File: src/rtl/pfx_pkg.sv
// ----------------------------------------------------------------------------
// pfx_pkg
// Types and constants shared by the postfix expression evaluator.
// ----------------------------------------------------------------------------
`default_nettype none

package pfx_pkg;

  localparam int unsigned ValueW = 32;
  localparam int unsigned DepthW = 6;

  // ASCII codes the evaluator acts on
  localparam logic [7:0] CH_ZERO  = 8'h30;
  localparam logic [7:0] CH_NINE  = 8'h39;
  localparam logic [7:0] CH_PLUS  = 8'h2B;
  localparam logic [7:0] CH_MINUS = 8'h2D;
  localparam logic [7:0] CH_STAR  = 8'h2A;
  localparam logic [7:0] CH_SLASH = 8'h2F;

  // Result status codes
  localparam logic [2:0] ST_OK        = 3'd0;
  localparam logic [2:0] ST_OVERFLOW  = 3'd1;
  localparam logic [2:0] ST_UNDERFLOW = 3'd2;
  localparam logic [2:0] ST_INVALID   = 3'd3;
  localparam logic [2:0] ST_DIVZERO   = 3'd4;
  localparam logic [2:0] ST_HALTED    = 3'd5;

  typedef struct packed {
    logic [7:0] symbol;
    logic       last_symbol;
  } pfx_in_t;

  typedef struct packed {
    logic [2:0]               status;
    logic signed [ValueW-1:0] pushed_value;
    logic [DepthW-1:0]        stack_depth;
    logic                     final_valid;
    logic signed [ValueW-1:0] final_value;
  } pfx_out_t;

endpackage

`default_nettype wire

File: src/rtl/postfix_expression_evaluator.sv
// ----------------------------------------------------------------------------
// postfix_expression_evaluator
// Stack evaluator for postfix expressions, one ASCII character per word.
// ----------------------------------------------------------------------------
// One word is taken at a time and gives one result word. The operand stack
// lives in a RAM with a registered read, so every pop waits on a RAM read.
// From acceptance to the result register: a digit or a word ignored while
// halted passes EXEC and FIN, an operator + - * or a divide by zero passes
// EXEC, POP1, POP2, OP, PUSH and FIN, an invalid character passes EXEC,
// POP1, POP2, OP and FIN, a divide adds DIV and DIVF after OP (a restoring
// divider retires one quotient bit per cycle, then a sign fix step), and a
// last word adds the final pop FRD when the stack holds an entry. The next
// word is accepted on the cycle after RESP loads the result into the output
// register, even while the downstream side still stalls it.
`default_nettype none

module postfix_expression_evaluator
  import pfx_pkg::*;
#(
  parameter int unsigned STACK_DEPTH = 32
) (
  input  wire logic     clk,
  input  wire logic     rst_n,
  input  wire logic     in_valid,
  output logic          in_stall,
  input  wire pfx_in_t  in_word,
  output logic          out_valid,
  input  wire logic     out_stall,
  output pfx_out_t      out_word
);

  localparam int unsigned AW = $clog2(STACK_DEPTH);
  localparam int unsigned CW = $clog2(STACK_DEPTH + 1);

  localparam logic [3:0] S_IDLE = 4'd0;
  localparam logic [3:0] S_EXEC = 4'd1;
  localparam logic [3:0] S_POP1 = 4'd2;
  localparam logic [3:0] S_POP2 = 4'd3;
  localparam logic [3:0] S_OP   = 4'd4;
  localparam logic [3:0] S_DIV  = 4'd5;
  localparam logic [3:0] S_DIVF = 4'd6;
  localparam logic [3:0] S_PUSH = 4'd7;
  localparam logic [3:0] S_FIN  = 4'd8;
  localparam logic [3:0] S_FRD  = 4'd9;
  localparam logic [3:0] S_RESP = 4'd10;

  logic [3:0]        state_r, state_nxt;
  logic [CW-1:0]     cnt_r, cnt_nxt;
  logic              halted_r, halted_nxt;
  logic [7:0]        sym_r, sym_nxt;
  logic              last_r, last_nxt;
  logic [2:0]        status_r, status_nxt;
  logic [31:0]       pushed_r, pushed_nxt;
  logic              fvalid_r, fvalid_nxt;
  logic [31:0]       fvalue_r, fvalue_nxt;
  logic [31:0]       right_r, right_nxt;
  logic [31:0]       left_r, left_nxt;
  logic [31:0]       res_r, res_nxt;
  logic              under_r, under_nxt;
  logic              dz_r, dz_nxt;
  logic [31:0]       rem_r, rem_nxt;
  logic [31:0]       quo_r, quo_nxt;
  logic [31:0]       dvs_r, dvs_nxt;
  logic              neg_r, neg_nxt;
  logic [4:0]        dcnt_r, dcnt_nxt;
  logic              out_valid_r, out_valid_nxt;
  pfx_out_t          out_word_r, out_word_nxt;

  logic              ram_we;
  logic [AW-1:0]     ram_waddr;
  logic [31:0]       ram_wdata;
  logic [AW-1:0]     ram_raddr;
  logic [31:0]       ram_rdata;

  logic [CW-1:0]     cnt_m1;
  logic [CW-1:0]     cnt_m2;
  logic [CW+5:0]     cnt_ext;
  logic [32:0]       rem_sh;
  logic [32:0]       rem_diff;
  logic [7:0]        digit;
  logic              accept;

  assign cnt_m1   = cnt_r - CW'(1);
  assign cnt_m2   = cnt_r - CW'(2);
  assign cnt_ext  = {6'd0, cnt_r};
  assign digit    = sym_r - CH_ZERO;
  assign rem_sh   = {rem_r, quo_r[31]};
  assign rem_diff = rem_sh - {1'b0, dvs_r};

  assign in_stall  = (state_r != S_IDLE);
  assign accept    = in_valid && !in_stall;
  assign out_valid = out_valid_r;
  assign out_word  = out_word_r;

  assign ram_raddr = (state_r == S_POP1) ? cnt_m2[AW-1:0] : cnt_m1[AW-1:0];
  assign ram_waddr = cnt_r[AW-1:0];

  pfx_ram #(
    .WIDTH (32),
    .DEPTH (STACK_DEPTH)
  ) u_stack (
    .clk   (clk),
    .we    (ram_we),
    .waddr (ram_waddr),
    .wdata (ram_wdata),
    .raddr (ram_raddr),
    .rdata (ram_rdata)
  );

  always_comb begin
    state_nxt     = state_r;
    cnt_nxt       = cnt_r;
    halted_nxt    = halted_r;
    sym_nxt       = sym_r;
    last_nxt      = last_r;
    status_nxt    = status_r;
    pushed_nxt    = pushed_r;
    fvalid_nxt    = fvalid_r;
    fvalue_nxt    = fvalue_r;
    right_nxt     = right_r;
    left_nxt      = left_r;
    res_nxt       = res_r;
    under_nxt     = under_r;
    dz_nxt        = dz_r;
    rem_nxt       = rem_r;
    quo_nxt       = quo_r;
    dvs_nxt       = dvs_r;
    neg_nxt       = neg_r;
    dcnt_nxt      = dcnt_r;
    out_valid_nxt = out_valid_r && out_stall;
    out_word_nxt  = out_word_r;
    ram_we        = 1'b0;
    ram_wdata     = res_r;

    case (state_r)
      S_IDLE: begin
        if (accept) begin
          sym_nxt   = in_word.symbol;
          last_nxt  = in_word.last_symbol;
          state_nxt = S_EXEC;
        end
      end
      S_EXEC: begin
        status_nxt = ST_OK;
        pushed_nxt = '0;
        fvalid_nxt = 1'b0;
        fvalue_nxt = '0;
        under_nxt  = 1'b0;
        dz_nxt     = 1'b0;
        if (halted_r) begin
          status_nxt = ST_HALTED;
          state_nxt  = S_FIN;
        end else if (sym_r >= CH_ZERO && sym_r <= CH_NINE) begin
          if (cnt_r < CW'(STACK_DEPTH)) begin
            ram_we     = 1'b1;
            ram_wdata  = {24'd0, digit};
            pushed_nxt = {24'd0, digit};
            cnt_nxt    = cnt_r + CW'(1);
          end else begin
            status_nxt = ST_OVERFLOW;
          end
          state_nxt = S_FIN;
        end else begin
          // read of the top entry is in flight
          state_nxt = S_POP1;
        end
      end
      S_POP1: begin
        right_nxt = (cnt_r >= CW'(1)) ? ram_rdata : '1;
        state_nxt = S_POP2;
      end
      S_POP2: begin
        left_nxt  = (cnt_r >= CW'(2)) ? ram_rdata : '1;
        under_nxt = (cnt_r < CW'(2));
        cnt_nxt   = (cnt_r >= CW'(2)) ? cnt_m2 : '0;
        state_nxt = S_OP;
      end
      S_OP: begin
        state_nxt = S_PUSH;
        case (sym_r)
          CH_PLUS:  res_nxt = left_r + right_r;
          CH_MINUS: res_nxt = left_r - right_r;
          CH_STAR:  res_nxt = left_r * right_r;
          CH_SLASH: begin
            if (right_r == '0) begin
              dz_nxt  = 1'b1;
              res_nxt = '0;
            end else begin
              quo_nxt   = left_r[31] ? (32'd0 - left_r) : left_r;
              dvs_nxt   = right_r[31] ? (32'd0 - right_r) : right_r;
              neg_nxt   = left_r[31] ^ right_r[31];
              rem_nxt   = '0;
              dcnt_nxt  = '0;
              state_nxt = S_DIV;
            end
          end
          default: begin
            status_nxt = ST_INVALID;
            halted_nxt = 1'b1;
            state_nxt  = S_FIN;
          end
        endcase
      end
      S_DIV: begin
        // one restoring step per cycle, quotient bits shift into quo_r
        if (!rem_diff[32]) begin
          rem_nxt = rem_diff[31:0];
          quo_nxt = {quo_r[30:0], 1'b1};
        end else begin
          rem_nxt = rem_sh[31:0];
          quo_nxt = {quo_r[30:0], 1'b0};
        end
        dcnt_nxt = dcnt_r + 5'd1;
        if (dcnt_r == 5'd31) begin
          state_nxt = S_DIVF;
        end
      end
      S_DIVF: begin
        res_nxt   = neg_r ? (32'd0 - quo_r) : quo_r;
        state_nxt = S_PUSH;
      end
      S_PUSH: begin
        // at most STACK_DEPTH-2 entries remain after two pops, so it fits
        ram_we     = 1'b1;
        ram_wdata  = res_r;
        pushed_nxt = res_r;
        cnt_nxt    = cnt_r + CW'(1);
        if (under_r) begin
          status_nxt = ST_UNDERFLOW;
        end else if (dz_r) begin
          status_nxt = ST_DIVZERO;
        end
        state_nxt = S_FIN;
      end
      S_FIN: begin
        state_nxt = S_RESP;
        if (last_r && !halted_r) begin
          if (cnt_r != '0) begin
            state_nxt = S_FRD;
          end else begin
            fvalid_nxt = 1'b1;
            fvalue_nxt = '1;
            if (status_r == ST_OK) begin
              status_nxt = ST_UNDERFLOW;
            end
          end
        end
        if (last_r && (halted_r || cnt_r == '0)) begin
          cnt_nxt    = '0;
          halted_nxt = 1'b0;
        end
      end
      S_FRD: begin
        fvalid_nxt = 1'b1;
        fvalue_nxt = ram_rdata;
        cnt_nxt    = '0;
        state_nxt  = S_RESP;
      end
      S_RESP: begin
        if (!out_valid_r || !out_stall) begin
          out_valid_nxt             = 1'b1;
          out_word_nxt.status       = status_r;
          out_word_nxt.pushed_value = pushed_r;
          out_word_nxt.stack_depth  = cnt_ext[5:0];
          out_word_nxt.final_valid  = fvalid_r;
          out_word_nxt.final_value  = fvalue_r;
          state_nxt                 = S_IDLE;
        end
      end
      default: begin
        state_nxt = S_IDLE;
      end
    endcase
  end

  always_ff @(posedge clk) begin
    if (!rst_n) begin
      state_r     <= S_IDLE;
      cnt_r       <= '0;
      halted_r    <= 1'b0;
      out_valid_r <= 1'b0;
    end else begin
      state_r     <= state_nxt;
      cnt_r       <= cnt_nxt;
      halted_r    <= halted_nxt;
      out_valid_r <= out_valid_nxt;
    end
  end

  always_ff @(posedge clk) begin
    sym_r      <= sym_nxt;
    last_r     <= last_nxt;
    status_r   <= status_nxt;
    pushed_r   <= pushed_nxt;
    fvalid_r   <= fvalid_nxt;
    fvalue_r   <= fvalue_nxt;
    right_r    <= right_nxt;
    left_r     <= left_nxt;
    res_r      <= res_nxt;
    under_r    <= under_nxt;
    dz_r       <= dz_nxt;
    rem_r      <= rem_nxt;
    quo_r      <= quo_nxt;
    dvs_r      <= dvs_nxt;
    neg_r      <= neg_nxt;
    dcnt_r     <= dcnt_nxt;
    out_word_r <= out_word_nxt;
  end

  a_cnt_bound: assert property (@(posedge clk) disable iff (!rst_n)
    cnt_r <= CW'(STACK_DEPTH))
    else $error("stack count exceeds depth");

  a_resp_only: assert property (@(posedge clk) disable iff (!rst_n)
    $rose(out_valid_r) |-> $past(state_r == S_RESP))
    else $error("result word raised outside the response step");

  a_final_empty: assert property (@(posedge clk) disable iff (!rst_n)
    out_valid_r && out_word_r.final_valid |-> out_word_r.stack_depth == '0)
    else $error("final result left entries on the stack");

  a_no_halt_after_last: assert property (@(posedge clk) disable iff (!rst_n)
    state_r == S_RESP && last_r |-> !halted_r)
    else $error("halt survived the last word");

endmodule

`default_nettype wire

File: src/rtl/pfx_ram.sv
// ----------------------------------------------------------------------------
// pfx_ram
// Generic single-write, single-read RAM with registered read data.
// ----------------------------------------------------------------------------
`default_nettype none

module pfx_ram #(
  parameter int unsigned WIDTH = 32,
  parameter int unsigned DEPTH = 32
) (
  input  wire logic                     clk,
  input  wire logic                     we,
  input  wire logic [$clog2(DEPTH)-1:0] waddr,
  input  wire logic [WIDTH-1:0]         wdata,
  input  wire logic [$clog2(DEPTH)-1:0] raddr,
  output logic      [WIDTH-1:0]         rdata
);

  logic [WIDTH-1:0] mem [DEPTH];

  always_ff @(posedge clk) begin
    if (we) begin
      mem[waddr] <= wdata;
    end
    rdata <= mem[raddr];
  end

endmodule

`default_nettype wire

File: config.mk
export PLATFORM = sky130hd
export DESIGN_NAME = postfix_expression_evaluator
export DESIGN_NICKNAME = d
export VERILOG_FILES = /design/src/rtl/pfx_pkg.sv /design/src/rtl/postfix_expression_evaluator.sv /design/src/rtl/pfx_ram.sv
export SDC_FILE = /design/constraint.sdc
export NUM_CORES = 2
export LEC_CHECK = 0
export ABC_AREA = 1
export BUFFER_PORTS_ARGS = -buffer_cell sky130_fd_sc_hd__clkbuf_2
export CORE_MARGIN = 5
export CORE_UTILIZATION = 27
export DETAILED_ROUTE_END_ITERATION = 6
export PLACE_DENSITY = 0.4
export SLEW_MARGIN = 20
export SYNTH_ARGS = -nofsm -noshare
export SYNTH_HDL_FRONTEND = slang
export SYNTH_SLANG_ARGS = --single-unit
File: constraint.sdc
create_clock -name clk -period 13.3 [get_ports clk]
set_clock_uncertainty 0.1 [all_clocks]
set_input_delay 0 -clock clk [delete_from_list [all_inputs] [get_ports clk]]
set_output_delay 0 -clock clk [all_outputs]
set_load 0.1 [all_outputs]
# Yosys cells after proc, flatten, opt, wreduce, memory -nomap -nowiden
# Memory sizes are Yosys's and may differ from the RTL's. A register that Yosys moved wholly into a read port is not among the register bits.
# Cells that the tools add are included.
# Widths: inputs -> output; s select.
[totals] elab_cells=191 input_bits=13 ram_bits=1024 n_memories=1 register_bits=363
[mem_list] memory="u_stack.mem" depth=32 width=32 rd=1 rd_clocked_by_memory_dff=1 wr=1 line_no="pfx_ram.sv:19" source="logic [WIDTH-1:0] mem [DEPTH];"
[op_classes] n_eq_ne=32 add_sub_neg=11 n_mul=1 reduce_logical=39 magnitude_cmp=6 n_mux=73 bitwise=2
[ops] op="$mux 32" count=14
[ops] op="$pmux 32 s2" count=4
[ops] op="$pmux 32 s4" count=1
[ops] op="$pmux 32 s3" count=1
[ops] op="$sub 1x32->32 const A" count=3
[ops] op="$pmux 4 s11" count=1
[ops] op="$sub 33x32->33" count=1
[ops] op="$add 32x32->32" count=1
[ops] op="$eq 8x6->1 const B" count=4
[ops] op="$logic_not 32->1" count=1
[ops] op="$mul 32x32->32" count=1
[ops] op="$sub 32x32->32" count=1
[ops] op="$mux 31" count=1
[ops] op="$mux 6" count=5
[ops] op="$pmux 6 s5" count=1
[ops] op="$ne 2x2->1 const B" count=14
[ops] op="$mux 8" count=3
[ops] op="$mux 3" count=7
[ops] op="$reduce_and 3->1" count=7
[ops] op="$mux 4" count=5
[ops] op="$eq 4x3->1 const B" count=4
[ops] op="$mux 1" count=16
[ops] op="$mux 5" count=3
[ops] op="$eq 4x4->1 const B" count=3
[ops] op="40 further kinds" count=62

# Depth between registers and ports, before layout
[logic_depth] ltp_word=7 mapped_depth=37 depth_no_buf=35

# Modules after synthesis
# A second synthesis with hierarchy kept.
[hier_totals] hier_cells=8210 area_unflattened_um2=80131.9
[modules_own_cells] mod="pfx_ram" cells_per_inst=3536 seq_area_each_um2=31390.1 area_each_um2=42405.7 n_inst=1
[modules_own_cells] mod="postfix_expression_evaluator" cells_per_inst=4674 seq_area_each_um2=10780.3 area_each_um2=37726.2 n_inst=1

# Worst setup path after synthesis
# Ideal clock, no wire load.
[synth_path] path_kind="flip-flop to flip-flop" startpoint="register right_r[6]" endpoint="register res_r[28] (data pin)" path_buffers=2 slack_ps=6136 period_less_slack_ps=7164 arrival_ps=6798 setup_time_ps=266 path_stages_with_launch=31 required_time_ps=12934 path_cell_list="edfxtp_1 clkbuf_1 clkbuf_1 nand2_1 inv_1 fa_1 fa_1 fa_1 inv_1 fa_1 inv_1 fa_1 inv_1 fa_1 inv_1 fa_1 fa_1 ha_1 nand2_1 nor4_1 nand4_1 nand3_1 nand2_1 nand2_1 inv_1 o21bai_1 a21oi_1 o21ai_0 nand2_1 nand2_1 o21ai_1"
[synth_via] elab_chain_len=3 elab_cells_between_ends=5 cone_classes="add/sub: 2; mul: 1; mux: 2"
[synth_lines] element="from (decl)" line_no="postfix_expression_evaluator.sv:56" source="logic [31:0] right_r, right_nxt;"
[synth_lines] element="from (signal assigned)" line_no="postfix_expression_evaluator.sv:297" source="right_r <= right_nxt;"
[synth_lines] element="$mul 32x32->32 (tied with other cells)" line_no="postfix_expression_evaluator.sv:183" source="CH_STAR: res_nxt = left_r * right_r;"
[synth_lines] element="$pmux 32 s4 (*)" line_no="postfix_expression_evaluator.sv:180" source="case (sym_r)"
[synth_lines] element="$pmux 32 s2 (*)" line_no="postfix_expression_evaluator.sv:135" source="case (state_r)"
[synth_lines] element="net res_nxt[28]" line_no="postfix_expression_evaluator.sv:58" source="logic [31:0] res_r, res_nxt;"
[synth_lines] element="to (signal assigned)" line_no="postfix_expression_evaluator.sv:299" source="res_r <= res_nxt;"
[synth_lines] element="to (decl)" line_no="postfix_expression_evaluator.sv:58"
# The timed path passes the listed nets; every way through them passes the cells marked *.
# A chain may end at the register's enable or synchronous reset.

# Worst setup path after layout
[layout_path] startpoint="register left_r[11]" endpoint="register res_r[24] (data pin)"
[layout_via] elab_chain_len=3 elab_cells_between_ends=5 cone_classes="add/sub: 2; mul: 1; mux: 2"
[layout_lines] element="from (decl)" line_no="postfix_expression_evaluator.sv:57" source="logic [31:0] left_r, left_nxt;"
[layout_lines] element="from (signal assigned)" line_no="postfix_expression_evaluator.sv:298" source="left_r <= left_nxt;"
[layout_lines] element="$mul 32x32->32 (tied with other cells)" line_no="postfix_expression_evaluator.sv:183"
[layout_lines] element="$pmux 32 s4 (*)" line_no="postfix_expression_evaluator.sv:180"
[layout_lines] element="$pmux 32 s2 (*)" line_no="postfix_expression_evaluator.sv:135"
[layout_lines] element="net res_nxt[24]" line_no="postfix_expression_evaluator.sv:58"
# Marked as above.

==> results.md <==
- Design Area, Final: 0.0879 mm^2
- Share of post-route cells with drive strength above 1: 0.0764
- Min Hold Slack: 0.169 ns
- Startpoint types: flip-flop
- RSZ-0062 raised after global routing: no
- CTS clk-pin slew, worst paths: 0.06 ns
- Iter 0 DRT Violations: 4259
- First-pass GRT wire length: 387000 um
- Final period util: 0.596
- Ports: 89
- Post-CTS setup buffer count: 0
- Row count: 196
- Number of global-route vias before repair: 54673
- CTS tree: done
- Die X: 546 um
- Critical Path Max Stage Delay: 0.72 ns
- Mapped Cells: 7330
- Clock Latency Late Sink: 0.84 ns
- Slowest CP cell: nor4_1
- RePlAce Congestion: 0.901
- Remaining DRCs: 0
- Initial antenna violation count: 4
- Clock sink count: 1419
- Vias: 53242
- Async S/R FF share, synth: 0
- Buffer and inverter count on the worst path: 6
- Commonest cells after routing, fill and taps aside: 1375 x edfxtp_1, 1110 x nand2_1, 1043 x inv_1
- Leading cell type in the layout, fill and taps excluded: edfxtp_1
- Vias per inst: 4.74
- Synth warn: 0
- Arrival time worst endpoint: 8.37 ns
- Mean post-synth cell area: 10.6 um^2
- Initial Util: 0.272
- # Max-Cap Violations: 0
- Area Growth Syn to Fin: 13.3%
- WL/cell: 23.7 um
- Chip height: 546 um
- Clock Tree Buf Depth: 4
- Max FO, Critical Path: 26
- Setup CP Type: reg2reg
- Synthesized Nets: 7955
- WP data required: 13.74 ns
- Setup_tns: 0 ns
- Distinct cells, synth: 66
- Final worst path period need: 7.92 ns
- Root buffer cell: clkbuf_16
- DP Area: 0.0824 mm^2
- Total track usage: 0.174
- Worst Tran Pin Value: 1.12 ns
- Final Hold Violating Endpoints: 0
- Core area: 0.286 mm^2
- Achievable clock frequency: 0.126 GHz
- H-Tree Depth: 4
- TritonCTS buffer count: 174
- # setup viols final: 0
- Mapped cell area: 0.0776 mm^2
- Area of the die: 0.298 mm^2
- CP dominant cell by count: fa_1
- Nets: 7961
- Max-slew violations: 0
- #FFs+latches synth: 1419
- HP Class: in2reg
- Antenna viol nets, final: 0
- Drt first pass iters: 5
- Outcome: completed
- Post-synth EDFFs: 1375
- Endpoint class of the critical path: flip-flop
- Most used DFF post-synth: edfxtp_1
- Fillers: 29354
- Port Buf Inserts: 88
- Seq/Total Area, Yosys: 0.544
- Largest net degree at the start of global routing: 229
- Crit path max-delay family: adder cells
- Grt ovf: 0
- Hpwl dp: 168000 um
- DRT Wirelength: 265000 um
- Worst slew margin: 0.251
==> worst register-to-register path: cells and delay by family, from the launching register on <==
| family | cells | cell delay (ns) |
|---|---|---|
| AO/OA/AOI/OAI | 2 | 0.28 |
| XOR/XNOR | 1 | 0.25 |
| AND/OR/NAND/NOR | 8 | 1.68 |
| buffers and inverters | 6 | 0.74 |
| flip-flops | 1 | 0.33 |
| adder cells (fa/ha/maj) | 9 | 4.30 |
==> cell usage after synthesis (101+ instances only) <==
| master | count | area [um^2] |
|---|---|---|
| edfxtp_1 | 1375 | 41300 |
| nand2_1 | 1112 | 4170 |
| inv_1 | 1046 | 3930 |
| nor2_1 | 805 | 3020 |
| o21ai_0 | 688 | 3440 |
| fa_1 | 410 | 8210 |
| clkbuf_1 | 247 | 927 |
| a21oi_1 | 230 | 1150 |
| ha_1 | 202 | 2530 |
| o221ai_1 | 161 | 1410 |
| nand3_1 | 114 | 571 |
| o22ai_1 | 103 | 644 |
| o211ai_1 | 101 | 758 |
==> logic make-up after synthesis <==
kind of cell / after synthesis / synth area share
AND/OR/NAND/NOR: 2172 / 0.113
AO/OA/AOI/OAI: 1508 / 0.114
buffers and inverters: 1475 / 0.0747
flip-flops: 1419 / 0.544
adder cells (fa/ha/maj): 612 / 0.138
XOR/XNOR: 144 / 0.0163
==> state kept, by name, summed over array words and instances, names as in the netlist, 3 cells and up <==
signal	flops
cnt_r	6
dcnt_r	5
dvs_r	32
fvalue_r	32
left_r	32
out_word	74
pushed_r	32
quo_r	32
rem_r	32
res_r	32
right_r	32
state_r	4
status_r	3
sym_r	8
u_stack.mem	1024
u_stack.rdata	32
==> per-layer routing <==
layer  wire (um)  global-route usage
met1      112000               0.219
met2      135000               0.312
met3        9970              0.0197
met4        9020              0.0552
met5           0                   0
==> through the flow <==
| step | setup WS, ns | std cells | util |
|---|---|---|---|
| after floorplan | 6.14 | 7330 | - |
| after global placement | 5.47 | 10893 | 0.288 |
| after detailed placement | 5.44 | 10894 | 0.288 |
| after CTS | 5.35 | 11216 | 0.307 |
| after global routing | 4.98 | 11219 | 0.308 |
| final | 5.38 | 11222 | 0.308 |
==> timing repair <==
item,in CTS,in global routing
gates resized for setup,0,0
endpoints found under the hold margin,54,0
hold buffers,25,0
==> layout make-up <==
cell class / instances / area (um^2) / area share
repair buffers: 247 / 1810 / 0.0206
clock buffers: 222 / 4640 / 0.0528
diodes: 3 / 7.51 / 0.0000854
flip-flops and latches: 1419 / 42200 / 0.480
well taps: 3762 / 4710 / 0.0535
clock inverters: 75 / 577 / 0.00656
multi-input cells: 4436 / 30000 / 0.341
inverters: 1058 / 4000 / 0.0455
==> final timing paths <==
path / startpoint / endpoint / slack [ns] / depth (start not counted)
max: left_r[11] / res_r[24] / 5.38 / 26
min: in_valid / last_r / 0.17 / 4
max reg2reg: left_r[11] / res_r[24] / 5.38 / 26
min reg2reg: fvalue_r[8] / out_word[8] / 0.31 / 0
Power is not shown: default switching activity piles up to over one toggle a cycle in this logic, so the estimate is an artifact.
